[src/hdl/packed_sprite_decoder_defines.svh]
// Assertion macros for the packed sprite decoder.
`ifndef PACKED_SPRITE_DECODER_DEFINES_SVH
`define PACKED_SPRITE_DECODER_DEFINES_SVH

`ifndef SYNTH

`define PSD_ASSERT_SAME(lbl, ante, cons, msg) \
  lbl: assert property (@(posedge clk) disable iff (!rst_n) (ante) |-> (cons)) else $error(msg);

`define PSD_ASSERT_NEXT(lbl, ante, cons, msg) \
  lbl: assert property (@(posedge clk) disable iff (!rst_n) (ante) |=> (cons)) else $error(msg);

`else

`define PSD_ASSERT_SAME(lbl, ante, cons, msg)

`define PSD_ASSERT_NEXT(lbl, ante, cons, msg)

`endif

`endif

[src/hdl/psd_pkg.sv]
// Shared types, constants and tables of the packed sprite decoder.
`timescale 1ns / 1ps

package psd_pkg;

  localparam int ROW_STRIDE = 320;

  localparam logic [2:0] CFG_START_POSITION = 3'd0;
  localparam logic [2:0] CFG_COLOR_ONE      = 3'd1;
  localparam logic [2:0] CFG_COLOR_TWO      = 3'd2;
  localparam logic [2:0] CFG_CLEAR_ZERO     = 3'd3;
  localparam logic [2:0] CFG_RAW_BYTES      = 3'd4;

  localparam logic [2:0] HDR_KIND       = 3'd0;
  localparam logic [2:0] HDR_WIDTH      = 3'd1;
  localparam logic [2:0] HDR_WIDTH_EXT  = 3'd2;
  localparam logic [2:0] HDR_HEIGHT     = 3'd3;
  localparam logic [2:0] HDR_HEIGHT_EXT = 3'd4;
  localparam logic [2:0] HDR_DATA       = 3'd5;

  localparam logic [1:0] KIND_TERNARY = 2'd0;
  localparam logic [1:0] KIND_BIN_TWO = 2'd2;

  typedef struct packed {
    logic [7:0] code_byte;
    logic       start_image;
  } psd_in_t;

  typedef struct packed {
    logic [15:0] pixel_address;
    logic [31:0] pixel_value;
    logic        write_enable;
    logic        image_end;
    logic        last_of_item;
  } psd_out_t;

  typedef struct packed {
    logic load;
    logic emit;
  } psd_cmd_t;

  typedef struct packed {
    logic go;
    logic slot_free;
    logic emit_last;
  } psd_sts_t;

  function automatic logic [7:0] printable(input logic [7:0] b);
    logic [7:0] t;
    begin
      t = (b >= 8'd92) ? b - 8'd1 : b;
      printable = t - 8'd35;
    end
  endfunction

  function automatic logic [5:0] digit_weight(input logic [1:0] kind, input logic [2:0] idx);
    begin
      if (kind == KIND_TERNARY) begin
        case (idx)
          3'd0:    digit_weight = 6'd27;
          3'd1:    digit_weight = 6'd9;
          3'd2:    digit_weight = 6'd3;
          default: digit_weight = 6'd1;
        endcase
      end else begin
        case (idx)
          3'd0:    digit_weight = 6'd32;
          3'd1:    digit_weight = 6'd16;
          3'd2:    digit_weight = 6'd8;
          3'd3:    digit_weight = 6'd4;
          3'd4:    digit_weight = 6'd2;
          default: digit_weight = 6'd1;
        endcase
      end
    end
  endfunction

  function automatic logic [2:0] digit_total(input logic [1:0] kind);
    begin
      digit_total = (kind == KIND_TERNARY) ? 3'd4 : 3'd6;
    end
  endfunction

endpackage

[src/hdl/psd_ctrl.sv]
// Controller state machine of the packed sprite decoder.
`timescale 1ns / 1ps

module psd_ctrl (
  input  logic              clk,
  input  logic              rst_n,
  input  logic              in_valid,
  output logic              in_stall,
  input  psd_pkg::psd_sts_t sts,
  output psd_pkg::psd_cmd_t cmd
);

  typedef enum logic [1:0] {
    ST_IDLE = 2'b01,
    ST_EMIT = 2'b10
  } psd_state_t;

  psd_state_t state_r, state_nxt;

  always_comb begin
    cmd.load  = 1'b0;
    cmd.emit  = 1'b0;
    in_stall  = 1'b1;
    state_nxt = state_r;
    case (state_r)
      ST_IDLE: begin
        in_stall = 1'b0;
        if (in_valid) begin
          cmd.load = 1'b1;
          if (sts.go) begin
            state_nxt = ST_EMIT;
          end
        end
      end
      ST_EMIT: begin
        if (sts.slot_free) begin
          cmd.emit = 1'b1;
          if (sts.emit_last) begin
            state_nxt = ST_IDLE;
          end
        end
      end
      default: begin
        state_nxt = ST_IDLE;
      end
    endcase
  end

  always_ff @(posedge clk) begin
    if (!rst_n) begin
      state_r <= ST_IDLE;
    end else begin
      state_r <= state_nxt;
    end
  end

endmodule

[src/hdl/psd_datapath.sv]
// Datapath of the packed sprite decoder: configuration, header state, pixel unit, output register.
`timescale 1ns / 1ps

module psd_datapath (
  input  logic               clk,
  input  logic               rst_n,
  input  logic               cfg_we,
  input  logic [2:0]         cfg_index,
  input  logic [23:0]        cfg_data,
  input  psd_pkg::psd_in_t   in_data,
  input  logic               out_stall,
  output logic               out_valid,
  output psd_pkg::psd_out_t  out_data,
  input  psd_pkg::psd_cmd_t  cmd,
  output psd_pkg::psd_sts_t  sts
);

  logic [15:0] start_pos_r;
  logic [23:0] color_one_r;
  logic [23:0] color_two_r;
  logic        clear_zero_r;
  logic        raw_bytes_r;

  logic [7:0]  byte_r, byte_nxt;
  logic        raw_item_r, raw_item_nxt;
  logic [2:0]  step_r, step_nxt;
  logic [1:0]  kind_r, kind_nxt;
  logic [10:0] width_r, width_nxt;
  logic [10:0] height_r, height_nxt;
  logic [10:0] col_r, col_nxt;
  logic [10:0] row_r, row_nxt;
  logic [15:0] wp_r, wp_nxt;
  logic [2:0]  digit_r, digit_nxt;
  logic [6:0]  rem_r, rem_nxt;
  logic        done_r, done_nxt;
  psd_pkg::psd_out_t out_r, out_nxt;
  logic        out_valid_r, out_valid_nxt;

  logic [7:0]  dec;
  logic [5:0]  wgt;
  logic [8:0]  m1, m2, m3, m4, msel;
  logic [8:0]  rem_w;
  logic [2:0]  quot;
  logic [2:0]  trit;
  logic        digit_bit;
  logic [7:0]  pix_code;
  logic [11:0] col_inc;
  logic [11:0] row_inc;
  logic        row_wrap;
  logic        img_end;
  logic [2:0]  digit_inc;
  logic        digits_done;
  logic        go;

  always_ff @(posedge clk) begin
    if (!rst_n) begin
      start_pos_r  <= '0;
      color_one_r  <= '0;
      color_two_r  <= '0;
      clear_zero_r <= 1'b0;
      raw_bytes_r  <= 1'b0;
    end else if (cfg_we) begin
      case (cfg_index)
        psd_pkg::CFG_START_POSITION: start_pos_r  <= cfg_data[15:0];
        psd_pkg::CFG_COLOR_ONE:      color_one_r  <= cfg_data;
        psd_pkg::CFG_COLOR_TWO:      color_two_r  <= cfg_data;
        psd_pkg::CFG_CLEAR_ZERO:     clear_zero_r <= cfg_data[0];
        psd_pkg::CFG_RAW_BYTES:      raw_bytes_r  <= cfg_data[0];
        default: begin
        end
      endcase
    end
  end

  // Pixel unit: one digit of the held code per beat, most significant first.
  always_comb begin
    wgt   = psd_pkg::digit_weight(kind_r, digit_r);
    m1    = {3'b0, wgt};
    m2    = {2'b0, wgt, 1'b0};
    m3    = m1 + m2;
    m4    = {1'b0, wgt, 2'b0};
    rem_w = {2'b0, rem_r};
    if (rem_w >= m4) begin
      quot = 3'd4;
      msel = m4;
    end else if (rem_w >= m3) begin
      quot = 3'd3;
      msel = m3;
    end else if (rem_w >= m2) begin
      quot = 3'd2;
      msel = m2;
    end else if (rem_w >= m1) begin
      quot = 3'd1;
      msel = m1;
    end else begin
      quot = 3'd0;
      msel = '0;
    end
    trit      = (quot >= 3'd3) ? quot - 3'd3 : quot;
    digit_bit = quot[0];
    if (raw_item_r) begin
      pix_code = byte_r;
    end else if (kind_r == psd_pkg::KIND_TERNARY) begin
      pix_code = {5'b0, trit};
    end else if (kind_r == psd_pkg::KIND_BIN_TWO) begin
      pix_code = {6'b0, digit_bit, 1'b0};
    end else begin
      pix_code = {7'b0, digit_bit};
    end
    col_inc     = {1'b0, col_r} + 12'd1;
    row_inc     = {1'b0, row_r} + 12'd1;
    row_wrap    = col_inc >= {1'b0, width_r};
    img_end     = row_wrap && (row_inc >= {1'b0, height_r});
    digit_inc   = digit_r + 3'd1;
    digits_done = digit_inc >= psd_pkg::digit_total(kind_r);
  end

  always_comb begin
    byte_nxt      = byte_r;
    raw_item_nxt  = raw_item_r;
    step_nxt      = step_r;
    kind_nxt      = kind_r;
    width_nxt     = width_r;
    height_nxt    = height_r;
    col_nxt       = col_r;
    row_nxt       = row_r;
    wp_nxt        = wp_r;
    digit_nxt     = digit_r;
    rem_nxt       = rem_r;
    done_nxt      = done_r;
    out_nxt       = out_r;
    out_valid_nxt = out_valid_r && out_stall;
    go            = 1'b0;
    dec           = psd_pkg::printable(in_data.code_byte);

    if (cmd.load) begin
      byte_nxt     = in_data.code_byte;
      raw_item_nxt = raw_bytes_r;
      if (in_data.start_image) begin
        step_nxt   = psd_pkg::HDR_KIND;
        kind_nxt   = '0;
        width_nxt  = '0;
        height_nxt = '0;
        col_nxt    = '0;
        row_nxt    = '0;
        digit_nxt  = '0;
        rem_nxt    = '0;
        wp_nxt     = start_pos_r;
        done_nxt   = 1'b0;
      end
      if (!done_nxt) begin
        if (raw_bytes_r) begin
          if (step_nxt <= psd_pkg::HDR_WIDTH_EXT) begin
            width_nxt = {3'b0, in_data.code_byte};
            step_nxt  = psd_pkg::HDR_HEIGHT;
          end else if (step_nxt <= psd_pkg::HDR_HEIGHT_EXT) begin
            height_nxt = {3'b0, in_data.code_byte};
            step_nxt   = psd_pkg::HDR_DATA;
            col_nxt    = '0;
            row_nxt    = '0;
            digit_nxt  = '0;
            done_nxt   = (width_nxt == '0) || (height_nxt == '0);
          end else begin
            go = 1'b1;
          end
        end else begin
          case (step_nxt)
            psd_pkg::HDR_KIND: begin
              if (dec > 8'd2) begin
                done_nxt = 1'b1;
              end else begin
                kind_nxt = dec[1:0];
                step_nxt = psd_pkg::HDR_WIDTH;
              end
            end
            psd_pkg::HDR_WIDTH: begin
              width_nxt = {3'b0, dec};
              step_nxt  = (dec > 8'd63) ? psd_pkg::HDR_WIDTH_EXT : psd_pkg::HDR_HEIGHT;
            end
            psd_pkg::HDR_WIDTH_EXT: begin
              width_nxt = {width_nxt[4:0], 6'b0} + {3'b0, dec};
              step_nxt  = psd_pkg::HDR_HEIGHT;
            end
            psd_pkg::HDR_HEIGHT: begin
              height_nxt = {3'b0, dec};
              if (dec > 8'd63) begin
                step_nxt = psd_pkg::HDR_HEIGHT_EXT;
              end else begin
                step_nxt  = psd_pkg::HDR_DATA;
                col_nxt   = '0;
                row_nxt   = '0;
                digit_nxt = '0;
                done_nxt  = (width_nxt == '0) || (height_nxt == '0);
              end
            end
            psd_pkg::HDR_HEIGHT_EXT: begin
              height_nxt = {height_nxt[4:0], 6'b0} + {3'b0, dec};
              step_nxt   = psd_pkg::HDR_DATA;
              col_nxt    = '0;
              row_nxt    = '0;
              digit_nxt  = '0;
              done_nxt   = (width_nxt == '0) || (height_nxt == '0);
            end
            default: begin
              go        = 1'b1;
              rem_nxt   = dec[6:0];
              digit_nxt = '0;
            end
          endcase
        end
      end
    end

    if (cmd.emit) begin
      out_valid_nxt             = 1'b1;
      out_nxt.pixel_address     = wp_r;
      out_nxt.pixel_value       = '0;
      if (pix_code != '0) begin
        out_nxt.pixel_value = {8'hFF, (pix_code > 8'd1) ? color_two_r : color_one_r};
      end
      out_nxt.write_enable      = (pix_code != '0) || clear_zero_r;
      out_nxt.image_end         = img_end;
      out_nxt.last_of_item      = raw_item_r || img_end || digits_done;
      if (!raw_item_r) begin
        rem_nxt   = 7'(rem_w - msel);
        digit_nxt = digits_done ? '0 : digit_inc;
      end
      if (row_wrap) begin
        col_nxt = '0;
        row_nxt = row_inc[10:0];
        wp_nxt  = wp_r + 16'(psd_pkg::ROW_STRIDE + 1) - {5'b0, width_r};
      end else begin
        col_nxt = col_inc[10:0];
        wp_nxt  = wp_r + 16'd1;
      end
      if (img_end) begin
        done_nxt = 1'b1;
      end
    end
  end

  always_ff @(posedge clk) begin
    if (!rst_n) begin
      step_r      <= psd_pkg::HDR_KIND;
      kind_r      <= '0;
      width_r     <= '0;
      height_r    <= '0;
      col_r       <= '0;
      row_r       <= '0;
      wp_r        <= '0;
      digit_r     <= '0;
      rem_r       <= '0;
      done_r      <= 1'b1;
      raw_item_r  <= 1'b0;
      out_valid_r <= 1'b0;
    end else begin
      step_r      <= step_nxt;
      kind_r      <= kind_nxt;
      width_r     <= width_nxt;
      height_r    <= height_nxt;
      col_r       <= col_nxt;
      row_r       <= row_nxt;
      wp_r        <= wp_nxt;
      digit_r     <= digit_nxt;
      rem_r       <= rem_nxt;
      done_r      <= done_nxt;
      raw_item_r  <= raw_item_nxt;
      out_valid_r <= out_valid_nxt;
    end
  end

  always_ff @(posedge clk) begin
    byte_r <= byte_nxt;
    out_r  <= out_nxt;
  end

  assign out_valid     = out_valid_r;
  assign out_data      = out_r;
  assign sts.go        = go;
  assign sts.slot_free = !out_valid_r || !out_stall;
  assign sts.emit_last = raw_item_r || img_end || digits_done;

endmodule

[src/hdl/packed_sprite_decoder.sv]
// Top level of the packed sprite decoder.
`timescale 1ns / 1ps

`include "packed_sprite_decoder_defines.svh"

// Turns a sprite code stream, one byte per beat, into pixel writes for a frame buffer
// with a 320-pixel row stride. A header byte is taken while the block stays idle. A data
// byte is taken while idle and then gives one pixel beat per cycle from the output
// register while the output is not stalled: one pixel in raw mode, four for a ternary
// code and six for a six-bit code, fewer when the sprite ends inside the code. The next
// byte is taken as soon as the last pixel of the current one sits in the output register.
// Configuration is to be written only while the block is idle, which it does not enforce.
module packed_sprite_decoder (
  input  logic              clk,
  input  logic              rst_n,
  input  logic              cfg_we,
  input  logic [2:0]        cfg_index,
  input  logic [23:0]       cfg_data,
  input  logic              in_valid,
  output logic              in_stall,
  input  psd_pkg::psd_in_t  in_data,
  output logic              out_valid,
  input  logic              out_stall,
  output psd_pkg::psd_out_t out_data
);

  psd_pkg::psd_cmd_t cmd;
  psd_pkg::psd_sts_t sts;

  psd_ctrl u_ctrl (
    .clk      (clk),
    .rst_n    (rst_n),
    .in_valid (in_valid),
    .in_stall (in_stall),
    .sts      (sts),
    .cmd      (cmd)
  );

  psd_datapath u_datapath (
    .clk       (clk),
    .rst_n     (rst_n),
    .cfg_we    (cfg_we),
    .cfg_index (cfg_index),
    .cfg_data  (cfg_data),
    .in_data   (in_data),
    .out_stall (out_stall),
    .out_valid (out_valid),
    .out_data  (out_data),
    .cmd       (cmd),
    .sts       (sts)
  );

  `PSD_ASSERT_SAME(a_emit_only_busy, cmd.emit, in_stall, "pixel emitted while idle")
  `PSD_ASSERT_NEXT(a_emit_fills_out, cmd.emit, out_valid, "emitted pixel not held")
  `PSD_ASSERT_NEXT(a_last_frees_in, cmd.emit && sts.emit_last, !in_stall, "no return to idle")
  `PSD_ASSERT_NEXT(a_header_one_cycle, cmd.load && !sts.go, !in_stall, "header beat held")

endmodule
[config.mk]
export PLATFORM = sky130hd
export DESIGN_NAME = packed_sprite_decoder
export DESIGN_NICKNAME = d
export VERILOG_FILES = /design/src/hdl/psd_pkg.sv /design/src/hdl/psd_ctrl.sv /design/src/hdl/psd_datapath.sv /design/src/hdl/packed_sprite_decoder.sv
export VERILOG_INCLUDE_DIRS = /design/src /design/src/hdl
export SDC_FILE = /design/constraint.sdc
export NUM_CORES = 1
export LEC_CHECK = 0
export BUFFER_PORTS_ARGS = -buffer_cell sky130_fd_sc_hd__buf_4
export CAP_MARGIN = 5
export CELL_PAD_IN_SITES_DETAIL_PLACEMENT = 1
export CELL_PAD_IN_SITES_GLOBAL_PLACEMENT = 1
export CORE_ASPECT_RATIO = 0.5
export CORE_UTILIZATION = 45
export CTS_BUF_LIST = sky130_fd_sc_hd__clkbuf_4
export CTS_CLUSTER_DIAMETER = 30
export DETAILED_ROUTE_END_ITERATION = 8
export GPL_TIMING_DRIVEN = 1
export PLACE_DENSITY = 0.75
export REMOVE_ABC_BUFFERS = 1
export SLEW_MARGIN = 20
export SYNTH_ARGS = -nofsm -noshare
export SYNTH_HDL_FRONTEND = slang
export SYNTH_HIERARCHICAL = 1
export SYNTH_SLANG_ARGS = --single-unit
[constraint.sdc]
create_clock -name clk -period 6.8 [get_ports clk]
set_clock_uncertainty 0.05 [all_clocks]
set_input_delay 1.02 -clock clk [delete_from_list [all_inputs] [get_ports clk]]
set_output_delay 1.02 -clock clk [all_outputs]
set_load 0.02 [all_outputs]
==> impl_metrics.yaml <==
sta:
  max-slew-margin-rel_pct: 28.6
  setup_tns_ps: 0
  fin_crit_ps: 6120
  period_share_pct: 90.0
  hold_viol: 0
  maxSlewViolCount: 0
  final-setup-viol-count: 0
  max_freq_ghz: 0.163
  rsz0062_at_grt: "false"
  tightest_slew_ps: 1070
run:
  drv_cap: 0
synth:
  synth_cell_types: 86
  ys_seq_area_share_pct: 35.9
  syn_area_sq_mm: 0.0125
  synth_edf_count: 52
  async_flop_share_pct: 0
  ys_ff_latch: 198
  synth_ff_type: "dfxtp_1"
  synth_cells: 1496
  avgSynthCellArea_sq_um: 8.36
  ys_warn_count: 6
placement:
  hpwlAfterDp_um: 27100
  port_buffers: 93
  gp_congestion: 0.914
die:
  rows: 42
  initial_core_util_pct: 46.6
  die_w_um: 238
  die_area_sq_mm: 0.0285
  ios: 94
  die_h_um: 120
  fp.coreArea_sq_mm: 0.0269
route:
  drtPass1Iterations: 5
  vias: 11200
  via_per_inst: 5.80
  remaining_drc_errors: 0
  routedWlPerCell_um: 19.4
  wl_um: 37400
  drtIter0Drc: 600
  ant_nets: 0
power_and_ir_drop:
  p_leak_nw: 5.18
  powerDensity_mw_per_mm2: 154
  netSwitchingFraction_pct: 28.9
  power_frac_comb_pct: 12.2
  seq_power_share_pct: 58.1
  switching_power_mw: 0.612
  intPower_mw: 1.51
  clock_power_share_pct: 29.6
  total_power_mw: 2.12
  ir_drop_mv: 0.0886
finish:
  drive_gt1_share_pct: 11.6
  post-route-util_pct: 51.2
  finalNetCount: 1691
  syn_to_final_growth_pct: 9.84
global_route:
  grt_pass1_wl_um: 60600
  grt_pass1_vias: 11600
  track_usage_pct: 26.8
  gr-total-overflow: 0
  antenna_found_initial: 1
  grt_max_degree: 75
worst_setup_path:
  endpoint_kind: "register"
  worstPathArrival_ps: 6450
  crit_required_ps: 7130
  worstRegToRegCells: 24
  critPathKind: "register to register"
  crit_path_max_fanout: 8
  crit_top_cell: "ha_1"
  slowest_stage: "dfxtp_1"
  cp-start-kind: "register"
  crit_path_max_incr_delay_ps: 410
  crit_chain: "nor2_1 > clkinv_1 > a31oi_1 > inv_1 > ha_1 > fa_1 > a21o_1 > a21oi_1 > xor2_1 > ha_1 > a2111oi_0 > o21ai_0 > nand2_1 > nand2_1 > and2_1 > ha_1 > ha_1 > inv_1 > o221ai_1 > a211oi_1 > o32a_1 > o311ai_4 > nand2b_1 > or2_2"
clock_network:
  clk_latency_ps: 630
  cts_hold_buf: 0
  post_cts_buffers: 0
  htree_levels: 4
  clk_pin_slew_ps: 160
  clkSinkCount: 198
  cts_made_buffers: 17
  cts_tree: "built"
  cts.path.max_buffers: 2
  cts_root_buf: "clkbuf_4"
  ctsResizeCount: 0
worst_hold_path:
  hold_path.class: "register to register"
  hold_path_depth: 2
run_status:
  outcome: "complete, no violations"
routing by layer:
| metal | GRT usage [%] | share of wire [%] |
|---|---|---|
| met5 | 0 | 0 |
| met4 | 6.85 | 1.6 |
| met3 | 5.36 | 4.5 |
| met2 | 47.8 | 50 |
| met1 | 33.2 | 44 |
placed cells by master (no fill, tap or decap), types with 7 or more instances in the layout:
| master | instances |
|---|---|
| buf_4 | 109 |
| inv_1 | 102 |
| mux2_2 | 8 |
| xnor2_1 | 44 |
| edfxtp_1 | 52 |
| nand2_1 | 238 |
| and3_1 | 12 |
| o21a_1 | 9 |
| dfxtp_1 | 146 |
| nor2_1 | 97 |
| o211ai_1 | 11 |
| a21oi_1 | 130 |
| a221oi_1 | 8 |
| o21ai_1 | 12 |
| a311oi_1 | 8 |
| nor2b_1 | 16 |
| nand3_1 | 36 |
| xor2_1 | 21 |
| a21o_1 | 11 |
| or2_2 | 7 |
| a22oi_1 | 14 |
| o22ai_1 | 7 |
| mux2i_1 | 8 |
| o31ai_1 | 29 |
| and2_1 | 10 |
| a31oi_1 | 14 |
| a211oi_1 | 17 |
| clkbuf_4 | 20 |
| a32oi_1 | 7 |
| or3_1 | 10 |
| nand2b_1 | 23 |
| ha_1 | 104 |
| nand4_1 | 10 |
| nor3_1 | 26 |
| o21ai_0 | 50 |
per-stage QoR:
stage	setup slack [ps]	hold slack, ps	std cells	area, sq um
after floorplan	47.5	382	1412	12100
after global placement	1010	392	1896	13500
after detailed placement	705	398	1896	13500
after CTS	700	418	1928	13700
after global routing	233	437	1929	13700
final	678	415	1929	13700
critical path: cells and delay by family, from the launching register on:
family	cells	cell delay, ps
compound gates	9	2150
xor+xnor	1	130
fa+ha+maj	5	1260
buf+inv	3	550
flops	1	410
simple gates	6	1320
cells by family after synthesis:
group | synth area share (%)
flip-flops | 35.9
buffers and inverters | 6.24
AND/OR/NAND/NOR | 19.3
adder cells (fa/ha/maj) | 11.2
AO/OA/AOI/OAI | 21.4
multiplexers | 1.36
XOR/XNOR | 4.55
Yosys cell counts, drive strengths merged (21+ instances only):
master / instances / area [sq um]
a21oi: 133 / 677
buf: 29 / 180
clkbuf: 55 / 206
dfxtp: 146 / 2920
edfxtp: 52 / 1560
ha: 104 / 1300
inv: 103 / 387
nand2: 238 / 893
nand2b: 25 / 171
nand3: 36 / 180
nor2: 100 / 378
nor3: 28 / 156
o21ai: 62 / 310
o31ai: 31 / 251
xnor2: 44 / 385
xor2: 21 / 184
power by group through the flow:
stage	Sequential (mW)	Combinational (mW)	Clock (mW)
6_report	1.23	0.259	0.627
2_1_floorplan	1.25	0.149	0
5_1_grt	1.23	0.282	0.695
4_1_cts	1.23	0.256	0.656
3_5_place_dp	1.26	0.254	0
3_3_place_gp	1.26	0.247	0
path summary, 6_finish.rpt:
path                                    from                          to  slack, ps
setup / recovery        u_datapath/kind_r[0]      u_datapath/out_data[2]        680
hold / removal    u_datapath/color_one_r[16]  u_datapath/color_one_r[16]        420
setup reg to reg        u_datapath/kind_r[0]      u_datapath/out_data[2]        680
hold reg to reg   u_datapath/color_one_r[16]  u_datapath/color_one_r[16]        420
area by class of cell:
type                    count  area, sq um
flip-flops and latches    198         4480
well taps                 374          468
clock buffers              20          150
diodes                      1         2.50
fillers                  3217        13100
multi-input cells        1109         7280
inverters                 105          395
clock inverters            12          116
repair buffers            110          838
state kept, by name, summed over array words and instances, names as in the netlist, 11 cells and up:
name	count
u_datapath/row_r	11
u_datapath/start_pos_r	16
u_datapath/col_r	11
u_datapath/height_r	11
u_datapath/color_two_r	24
u_datapath/wp_r	16
u_datapath/color_one_r	24
u_datapath/width_r	11
u_datapath/out_data	44
Note: power is estimated with default switching activity, not from simulation.
